==> src/hdl/ivn_pkg.sv <==
package ivn_pkg;

    // Element and result widths
    localparam int ELEM_W = 32;
    localparam int NORM_W = ELEM_W - 1;
    localparam int SQ_W   = 2 * ELEM_W;
    localparam int ACC_W  = 128;
    // Radicand that can still give an in-range root
    localparam int RAD_W  = 2 * NORM_W;
    // Partial remainder of the digit-by-digit root
    localparam int REM_W  = NORM_W + 3;
    // Root step counter, counts 0 .. NORM_W
    localparam int CNT_W  = $clog2(NORM_W + 1);

    typedef struct packed {
        logic signed [ELEM_W-1:0] element;
        logic                     has_element;
        logic                     last;
    } t_in_beat;

    typedef struct packed {
        logic [NORM_W-1:0] norm;
        logic              saturated;
    } t_out_beat;

    // Controller to datapath
    typedef struct packed {
        logic load_in;
        logic square;
        logic accum;
        logic prep;
        logic step;
        logic emit;
    } t_cmd;

    // Datapath to controller
    typedef struct packed {
        logic last;
        logic root_done;
    } t_sts;

endpackage

==> src/hdl/ivn_dp.sv <==
module ivn_dp import ivn_pkg::*; (
    input  logic      i_clk,
    input  logic      i_rst_n,
    input  t_in_beat  i_in_data,
    input  t_cmd      i_cmd,
    output t_sts      o_sts,
    output t_out_beat o_out_data
);

    logic [ELEM_W-1:0] r_mag;
    logic              r_has;
    logic              r_last;
    logic [SQ_W-1:0]   r_sq;
    logic [ACC_W-1:0]  r_acc;
    logic [ACC_W-1:0]  n_acc;
    logic [RAD_W-1:0]  r_rad;
    logic [REM_W-1:0]  r_rem;
    logic [NORM_W-1:0] r_root;
    logic [CNT_W-1:0]  r_cnt;
    logic              r_sat;
    t_out_beat         r_out;

    logic [ELEM_W-1:0] mag_in;
    logic [ACC_W:0]    acc_sum;
    logic [REM_W-1:0]  rem_shift;
    logic [REM_W-1:0]  trial;
    logic              take;

    // Magnitude of the incoming element
    assign mag_in = i_in_data.element[ELEM_W-1] ? (~i_in_data.element + ELEM_W'(1))
                                                 : i_in_data.element;

    always_ff @(posedge i_clk) begin
        if (i_cmd.load_in) begin
            r_mag  <= mag_in;
            r_has  <= i_in_data.has_element;
            r_last <= i_in_data.last;
        end
    end

    // Square, registered before the add
    always_ff @(posedge i_clk) begin
        if (i_cmd.square) begin
            r_sq <= r_has ? (SQ_W'(r_mag) * SQ_W'(r_mag)) : '0;
        end
    end

    // Saturating accumulator
    assign acc_sum = {1'b0, r_acc} + (ACC_W + 1)'(r_sq);

    always_comb begin
        n_acc = r_acc;
        if (i_cmd.prep) begin
            n_acc = '0;
        end else if (i_cmd.accum) begin
            n_acc = acc_sum[ACC_W] ? '1 : acc_sum[ACC_W-1:0];
        end
    end

    always_ff @(posedge i_clk) begin
        if (!i_rst_n) begin
            r_acc <= '0;
        end else begin
            r_acc <= n_acc;
        end
    end

    // Digit-by-digit root, one result bit per step
    assign rem_shift = {r_rem[REM_W-3:0], r_rad[RAD_W-1 -: 2]};
    assign trial     = REM_W'({r_root, 2'b01});
    assign take      = (rem_shift >= trial);

    always_ff @(posedge i_clk) begin
        if (i_cmd.prep) begin
            r_rad  <= r_acc[RAD_W-1:0];
            r_sat  <= |r_acc[ACC_W-1:RAD_W];
            r_rem  <= '0;
            r_root <= '0;
            r_cnt  <= '0;
        end else if (i_cmd.step) begin
            r_rad  <= {r_rad[RAD_W-3:0], 2'b00};
            r_rem  <= take ? (rem_shift - trial) : rem_shift;
            r_root <= {r_root[NORM_W-2:0], take};
            r_cnt  <= r_cnt + CNT_W'(1);
        end
    end

    // Output register
    always_ff @(posedge i_clk) begin
        if (i_cmd.emit) begin
            r_out.norm      <= r_sat ? '1 : r_root;
            r_out.saturated <= r_sat;
        end
    end

    assign o_sts.last      = r_last;
    assign o_sts.root_done = (r_cnt == CNT_W'(NORM_W));
    assign o_out_data      = r_out;

endmodule

==> src/hdl/ivn_ctrl.sv <==
module ivn_ctrl import ivn_pkg::*; (
    input  logic i_clk,
    input  logic i_rst_n,
    input  logic i_in_valid,
    output logic o_in_stall,
    output logic o_out_valid,
    input  logic i_out_stall,
    input  t_sts i_sts,
    output t_cmd o_cmd
);

    typedef enum logic [4:0] {
        S_IDLE   = 5'b00001,
        S_SQUARE = 5'b00010,
        S_ACCUM  = 5'b00100,
        S_ROOT   = 5'b01000,
        S_DONE   = 5'b10000
    } t_state;

    t_state r_state;
    t_state n_state;
    logic   r_out_valid;
    logic   out_free;
    logic   in_take;

    assign out_free = !r_out_valid || !i_out_stall;
    assign in_take  = i_in_valid && (r_state == S_IDLE);

    // Next state and commands
    always_comb begin
        n_state = r_state;
        o_cmd   = '0;
        unique case (r_state)
            S_IDLE: begin
                o_cmd.load_in = in_take;
                if (in_take) begin
                    n_state = S_SQUARE;
                end
            end
            S_SQUARE: begin
                o_cmd.square = 1'b1;
                n_state      = S_ACCUM;
            end
            S_ACCUM: begin
                o_cmd.accum = 1'b1;
                n_state     = i_sts.last ? S_ROOT : S_IDLE;
            end
            S_ROOT: begin
                // this state loads the radicand from the accumulator
                o_cmd.prep = 1'b1;
                n_state    = S_DONE;
            end
            S_DONE: begin
                if (!i_sts.root_done) begin
                    o_cmd.step = 1'b1;
                end else if (out_free) begin
                    o_cmd.emit = 1'b1;
                    n_state    = S_IDLE;
                end
            end
            default: n_state = S_IDLE;
        endcase
    end

    always_ff @(posedge i_clk) begin
        if (!i_rst_n) begin
            r_state <= S_IDLE;
        end else begin
            r_state <= n_state;
        end
    end

    // Result beat valid
    always_ff @(posedge i_clk) begin
        if (!i_rst_n) begin
            r_out_valid <= 1'b0;
        end else if (o_cmd.emit) begin
            r_out_valid <= 1'b1;
        end else if (!i_out_stall) begin
            r_out_valid <= 1'b0;
        end
    end

    assign o_in_stall  = (r_state != S_IDLE);
    assign o_out_valid = r_out_valid;

    // A new result never overwrites one still waiting
    a_emit_free: assert property (@(posedge i_clk) disable iff (!i_rst_n)
        o_cmd.emit |-> out_free)
        else $error("result emitted over a stalled beat");

    // An accepted beat always goes through square and accumulate
    a_accept_seq: assert property (@(posedge i_clk) disable iff (!i_rst_n)
        in_take |=> (r_state == S_SQUARE) ##1 (r_state == S_ACCUM))
        else $error("accepted beat skipped the datapath");

    // Root stepping never overlaps the radicand load, the output load or an accumulate
    a_step_excl: assert property (@(posedge i_clk) disable iff (!i_rst_n)
        !(o_cmd.step && (o_cmd.prep || o_cmd.emit || o_cmd.accum)))
        else $error("conflicting datapath commands");

    // The root load clears the root counter, so root_done drops after it
    a_root_len: assert property (@(posedge i_clk) disable iff (!i_rst_n)
        o_cmd.prep |=> !i_sts.root_done)
        else $error("root counter not cleared on load");

endmodule

==> src/hdl/integer_vector_euclidean_norm_unit.sv <==
// Streams signed 32-bit vector elements and returns, on the beat marked last, the floor square
// root of the exact sum of squares (31 bits, saturated to 2^31-1 with the saturated flag set).
// A beat with has_element low and last high closes a vector; with nothing summed it gives 0.
// Each input beat passes through load, 32x32 square and 128-bit saturating add. A last beat
// then adds the radicand load, the bit-serial root and the output load, so the
// shared root unit sets the cost of ending a vector. The result sits in an output register,
// and the next vector's beats are taken while it waits; a second result waits for that
// register to drain.
module integer_vector_euclidean_norm_unit import ivn_pkg::*; (
    input  logic      i_clk,
    input  logic      i_rst_n,
    input  logic      i_in_valid,
    input  t_in_beat  i_in_data,
    output logic      o_in_stall,
    output logic      o_out_valid,
    output t_out_beat o_out_data,
    input  logic      i_out_stall
);

    t_cmd cmd;
    t_sts sts;

    ivn_ctrl u_ctrl (
        .i_clk       (i_clk),
        .i_rst_n     (i_rst_n),
        .i_in_valid  (i_in_valid),
        .o_in_stall  (o_in_stall),
        .o_out_valid (o_out_valid),
        .i_out_stall (i_out_stall),
        .i_sts       (sts),
        .o_cmd       (cmd)
    );

    ivn_dp u_dp (
        .i_clk      (i_clk),
        .i_rst_n    (i_rst_n),
        .i_in_data  (i_in_data),
        .i_cmd      (cmd),
        .o_sts      (sts),
        .o_out_data (o_out_data)
    );

endmodule

==> config.mk <==
export PLATFORM = sky130hd
export DESIGN_NAME = integer_vector_euclidean_norm_unit
export DESIGN_NICKNAME = d
export VERILOG_FILES = /design/src/hdl/ivn_pkg.sv /design/src/hdl/ivn_dp.sv /design/src/hdl/ivn_ctrl.sv /design/src/hdl/integer_vector_euclidean_norm_unit.sv
export SDC_FILE = /design/constraint.sdc
export NUM_CORES = 2
export LEC_CHECK = 0
export BUFFER_PORTS_ARGS = -buffer_cell sky130_fd_sc_hd__buf_4
export CORE_MARGIN = 2
export CORE_UTILIZATION = 50
export CTS_BUF_LIST = sky130_fd_sc_hd__clkbuf_4
export CTS_CLUSTER_SIZE = 40
export DETAILED_ROUTE_END_ITERATION = 8
export PLACE_DENSITY_LB_ADDON = 0.15
export SYNTH_ARGS = -nofsm -noshare
export SYNTH_HDL_FRONTEND = slang
export SYNTH_SLANG_ARGS = --single-unit
==> constraint.sdc <==
create_clock -name i_clk -period 8.2 [get_ports i_clk]
set_input_delay 0.41 -clock i_clk [delete_from_list [all_inputs] [get_ports i_clk]]
set_output_delay 0.41 -clock i_clk [all_outputs]
set_load 0.02 [all_outputs]
==> flow_summary_export.csv <==
group,metric,value,unit
critical_path,reg2reg_from,"u_dp.r_mag[4]$_DFFE_PP_",
route,vias,39130,
grt,grt_overflow,0,
yosys,netlist.area_leader.share,0.3088,
clock_network,clk_path_buf_depth,3,
clock_network,clock-sinks,394,
timing,hold_viol,0,
critical_path,path_buf_inv,6,
critical_path,worst-setup-path-type,"register to register",
timing,whs,183.4,ps
clock_network,insertion_delay,980,ps
timing,slew_headroom,0.3299,
critical_path,startpoint,"u_dp.r_mag[4]$_DFFE_PP_",
critical_path,cp-end-kind,"register",
yosys,ys_async_sr_fraction,0,
yosys,yosysWarningCount,0,
clock_network,cts.htree.levels,3,
timing,setup_ws,196.4,ps
floorplanning,core,101900,µm²
critical_path,cp-start-kind,"register",
clock_network,cts_buffers,104,
yosys,ys_ff_latch,394,
job,drv_cap,0,
timing,maxSlewViolCount,0,
critical_path,worst_path_dominant_cell_family,"adder cells",
layout,final_nets,7035,
critical_path,crit_fanout,15,
min_path,min_path_type,"primary input to register",
timing,tns,0,ps
route,drcViolationCount,0,
layout,post_route_cells_drive_above_1_share,0.09403,
clock_network,clk_pin_slew,70,ps
yosys,syn-cell-area,51350,µm²
route,drtIter0Drc,2954,
grt,use_met3,0.04794,
yosys,synthAdderAreaFrac,0.4060,
timing,setup_viol_count_final,0,
grt,grt_pass1_wl,216600,µm
clock_network,root_buffer,"clkbuf_4",
yosys,ys.flop_type,"dfxtp_1",
layout,layout.cells.most_common,"inv_1",
yosys,synthTopCellsByArea,"fa_1 31%, edfxtp_1 11%, ha_1 9.7%",
yosys,synthMuxAreaShare,0.004898,
grt,grt_max_degree,102,
floorplanning,dieArea,105300,µm²
yosys,synth_cell_type_count,92,
critical_path,cp-endpoint,"u_dp.r_sq[60]$_SDFFCE_PN0P_",
run_status,run_status,"finished, final reports clean",
yosys,synth_nets,6873,
yosys,syn_area_per_cell,9.098,µm²
grt,first_global_vias,40450,
yosys,yosysSeqAreaShare,0.1910,
timing,rsz0062_at_grt,"true",
grt,top_usage_layer,"met2",
critical_path,reg2reg_slack,200,ps
floorplanning,die_x,324.5,µm
route,dr.pass1.iters,6,
timing,layout_min_cycle_time,8004,ps
route,ant_nets,0,
clock_network,cts_tree,"built",
critical_path,cpMaxStageDelayCell,"fa_1",
grt,gr-usage-met1,0.3628,
grt,grt.total_usage,0.2551,
route,via_per_inst,5.387,
timing,period_share,0.9761,
critical_path,required,8830,ps
floorplanning,initial_core_util,0.5040,
critical_path,cpPeakStageDelay,650,ps
route,wl,132500,µm
timing,tightestPinTransition,1001,ps
yosys,yosys.area.top_type,"fa_1",
yosys,synth_simple_gate_area_frac,0.1474,
grt,gr-usage-met2,0.3997,
grt,antenna_found_initial,6,
placement,finalWeightedCongestion,0.9021,
layout,mostFrequentLayoutCells,"1062 x inv_1, 792 x fa_1, 617 x nand2_1",
placement,place_hpwl,105500,µm
timing,fin_skew,105.2,ps
timing,fmax,124.9,MHz
critical_path,cpMostUsedCell,"fa_1",
placement,io_buffers,71,
critical_path,reg2reg_to,"u_dp.r_sq[60]$_SDFFCE_PN0P_",
critical_path,arrival,8640,ps
yosys,synth_compound_area_frac,0.1100,
floorplanning,fp.dieH,324.5,µm
floorplanning,rows,117,
yosys,synth_xor_area_frac,0.04332,
layout,syn_to_final_growth,9.837,%
floorplanning,ios,72,
critical_path,rr_worst_depth,25,
placement,pre_cts_slack,-13.83,ps
yosys,synth_top_family_by_area,"adder cells",
yosys,synth_edf_count,192,
route,wl_per_cell,18.24,µm
critical_path,crit_cells,25,
yosys,syn_inst,5644,
## how the worst min path moves through the flow
stage                               startpoint                    endpoint  slack (ps)  cells past startpoint
floorplan           u_dp.r_cnt[4]$_SDFFE_PP0P_  u_dp.r_cnt[4]$_SDFFE_PP0P_         440                      2
global placement    u_dp.r_cnt[4]$_SDFFE_PP0P_  u_dp.r_cnt[4]$_SDFFE_PP0P_         450                      2
detailed placement  u_dp.r_cnt[4]$_SDFFE_PP0P_  u_dp.r_cnt[4]$_SDFFE_PP0P_         450                      2
CTS                               i_in_data[0]       u_dp.r_last$_DFFE_PP_          40                      2
global route                      i_in_data[0]       u_dp.r_last$_DFFE_PP_         110                      2
finish                            i_in_data[0]       u_dp.r_last$_DFFE_PP_         180                      2
## through the flow
step                      area (µm²)  cells    util
after floorplan                51350   5644       -
after global placement         54120   6996  0.5312
after detailed placement       54120   6996  0.5312
after CTS                      56220   7251  0.5517
after global routing           56390   7261  0.5535
final                          56400   7263  0.5535
## cell families after synthesis
| kind of cell | count (synthesis) |
|---|---|
| compound gates | 908 |
| flops | 394 |
| buf+inv | 1322 |
| fa+ha+maj | 1191 |
| xor+xnor | 254 |
| simple gates | 1550 |
| mux | 25 |
## layer usage
metal	wire length [µm]	part of all wire
met5	29	0.00022
met1	61100	0.46
met2	59450	0.45
met3	8675	0.065
met4	3228	0.024
## Yosys cell counts (6+ instances only)
| master | n |
|---|---|
| dfxtp_1 | 202 |
| o21ai_0 | 255 |
| nor3_1 | 54 |
| o21bai_1 | 40 |
| nand2b_1 | 18 |
| nand4_1 | 71 |
| a221oi_1 | 7 |
| and3_1 | 41 |
| o21a_1 | 16 |
| ha_1 | 399 |
| edfxtp_1 | 192 |
| a21oi_1 | 280 |
| nand2_1 | 618 |
| and4_1 | 15 |
| nor4_1 | 40 |
| xor2_1 | 88 |
| and2_1 | 268 |
| a31o_2 | 17 |
| nor2b_1 | 18 |
| a21boi_0 | 6 |
| fa_1 | 792 |
| xnor2_1 | 166 |
| a211oi_1 | 31 |
| or3_1 | 10 |
| inv_1 | 1066 |
| a311oi_1 | 8 |
| or4_1 | 11 |
| nor2_1 | 201 |
| or2_2 | 48 |
| a31oi_1 | 52 |
| buf_1 | 11 |
| buf_2 | 27 |
| a211o_1 | 6 |
| o41ai_1 | 9 |
| o211ai_1 | 15 |
| a21o_1 | 80 |
| nand3_1 | 108 |
| mux2i_1 | 24 |
| nor4b_1 | 6 |
| o31ai_1 | 17 |
| clkbuf_1 | 214 |
## flip-flops by register name, summed over array words and instances, names as in the netlist
name / flops
u_dp.r_has: 1
u_ctrl.o_out_valid: 1
u_dp.r_acc: 128
u_dp.r_mag: 32
u_dp.r_sat: 1
u_dp.r_sq: 63
u_dp.r_cnt: 5
u_dp.r_root: 31
u_dp.r_rem: 32
u_ctrl.r_state: 5
u_dp.r_rad: 62
u_dp.r_last: 1
u_dp.o_out_data: 32
## layout make-up
type | instances | area, µm²
Fill cell | 9452 | 45490
Multi-Input combinational cell | 3928 | 36690
Sequential cell | 394 | 9809
Inverter | 1068 | 4009
Timing Repair Buffer | 310 | 2714
Tap cell | 1368 | 1712
Clock buffer | 165 | 1239
Clock inverter | 27 | 221.5
Antenna cell | 3 | 7.507
## repair_timing
action	in CTS	in global routing
hold buffers	63	0
hold endpoints to repair	40	0
endpoints found under the setup margin	1	16
gates cloned	0	0
setup buffers	0	9
gates resized for setup	1	24
pin swaps	0	1
Power is left out: the tool's default activity adds up to more than one toggle a clock period on the data nets, which glitch-free logic cannot reach.
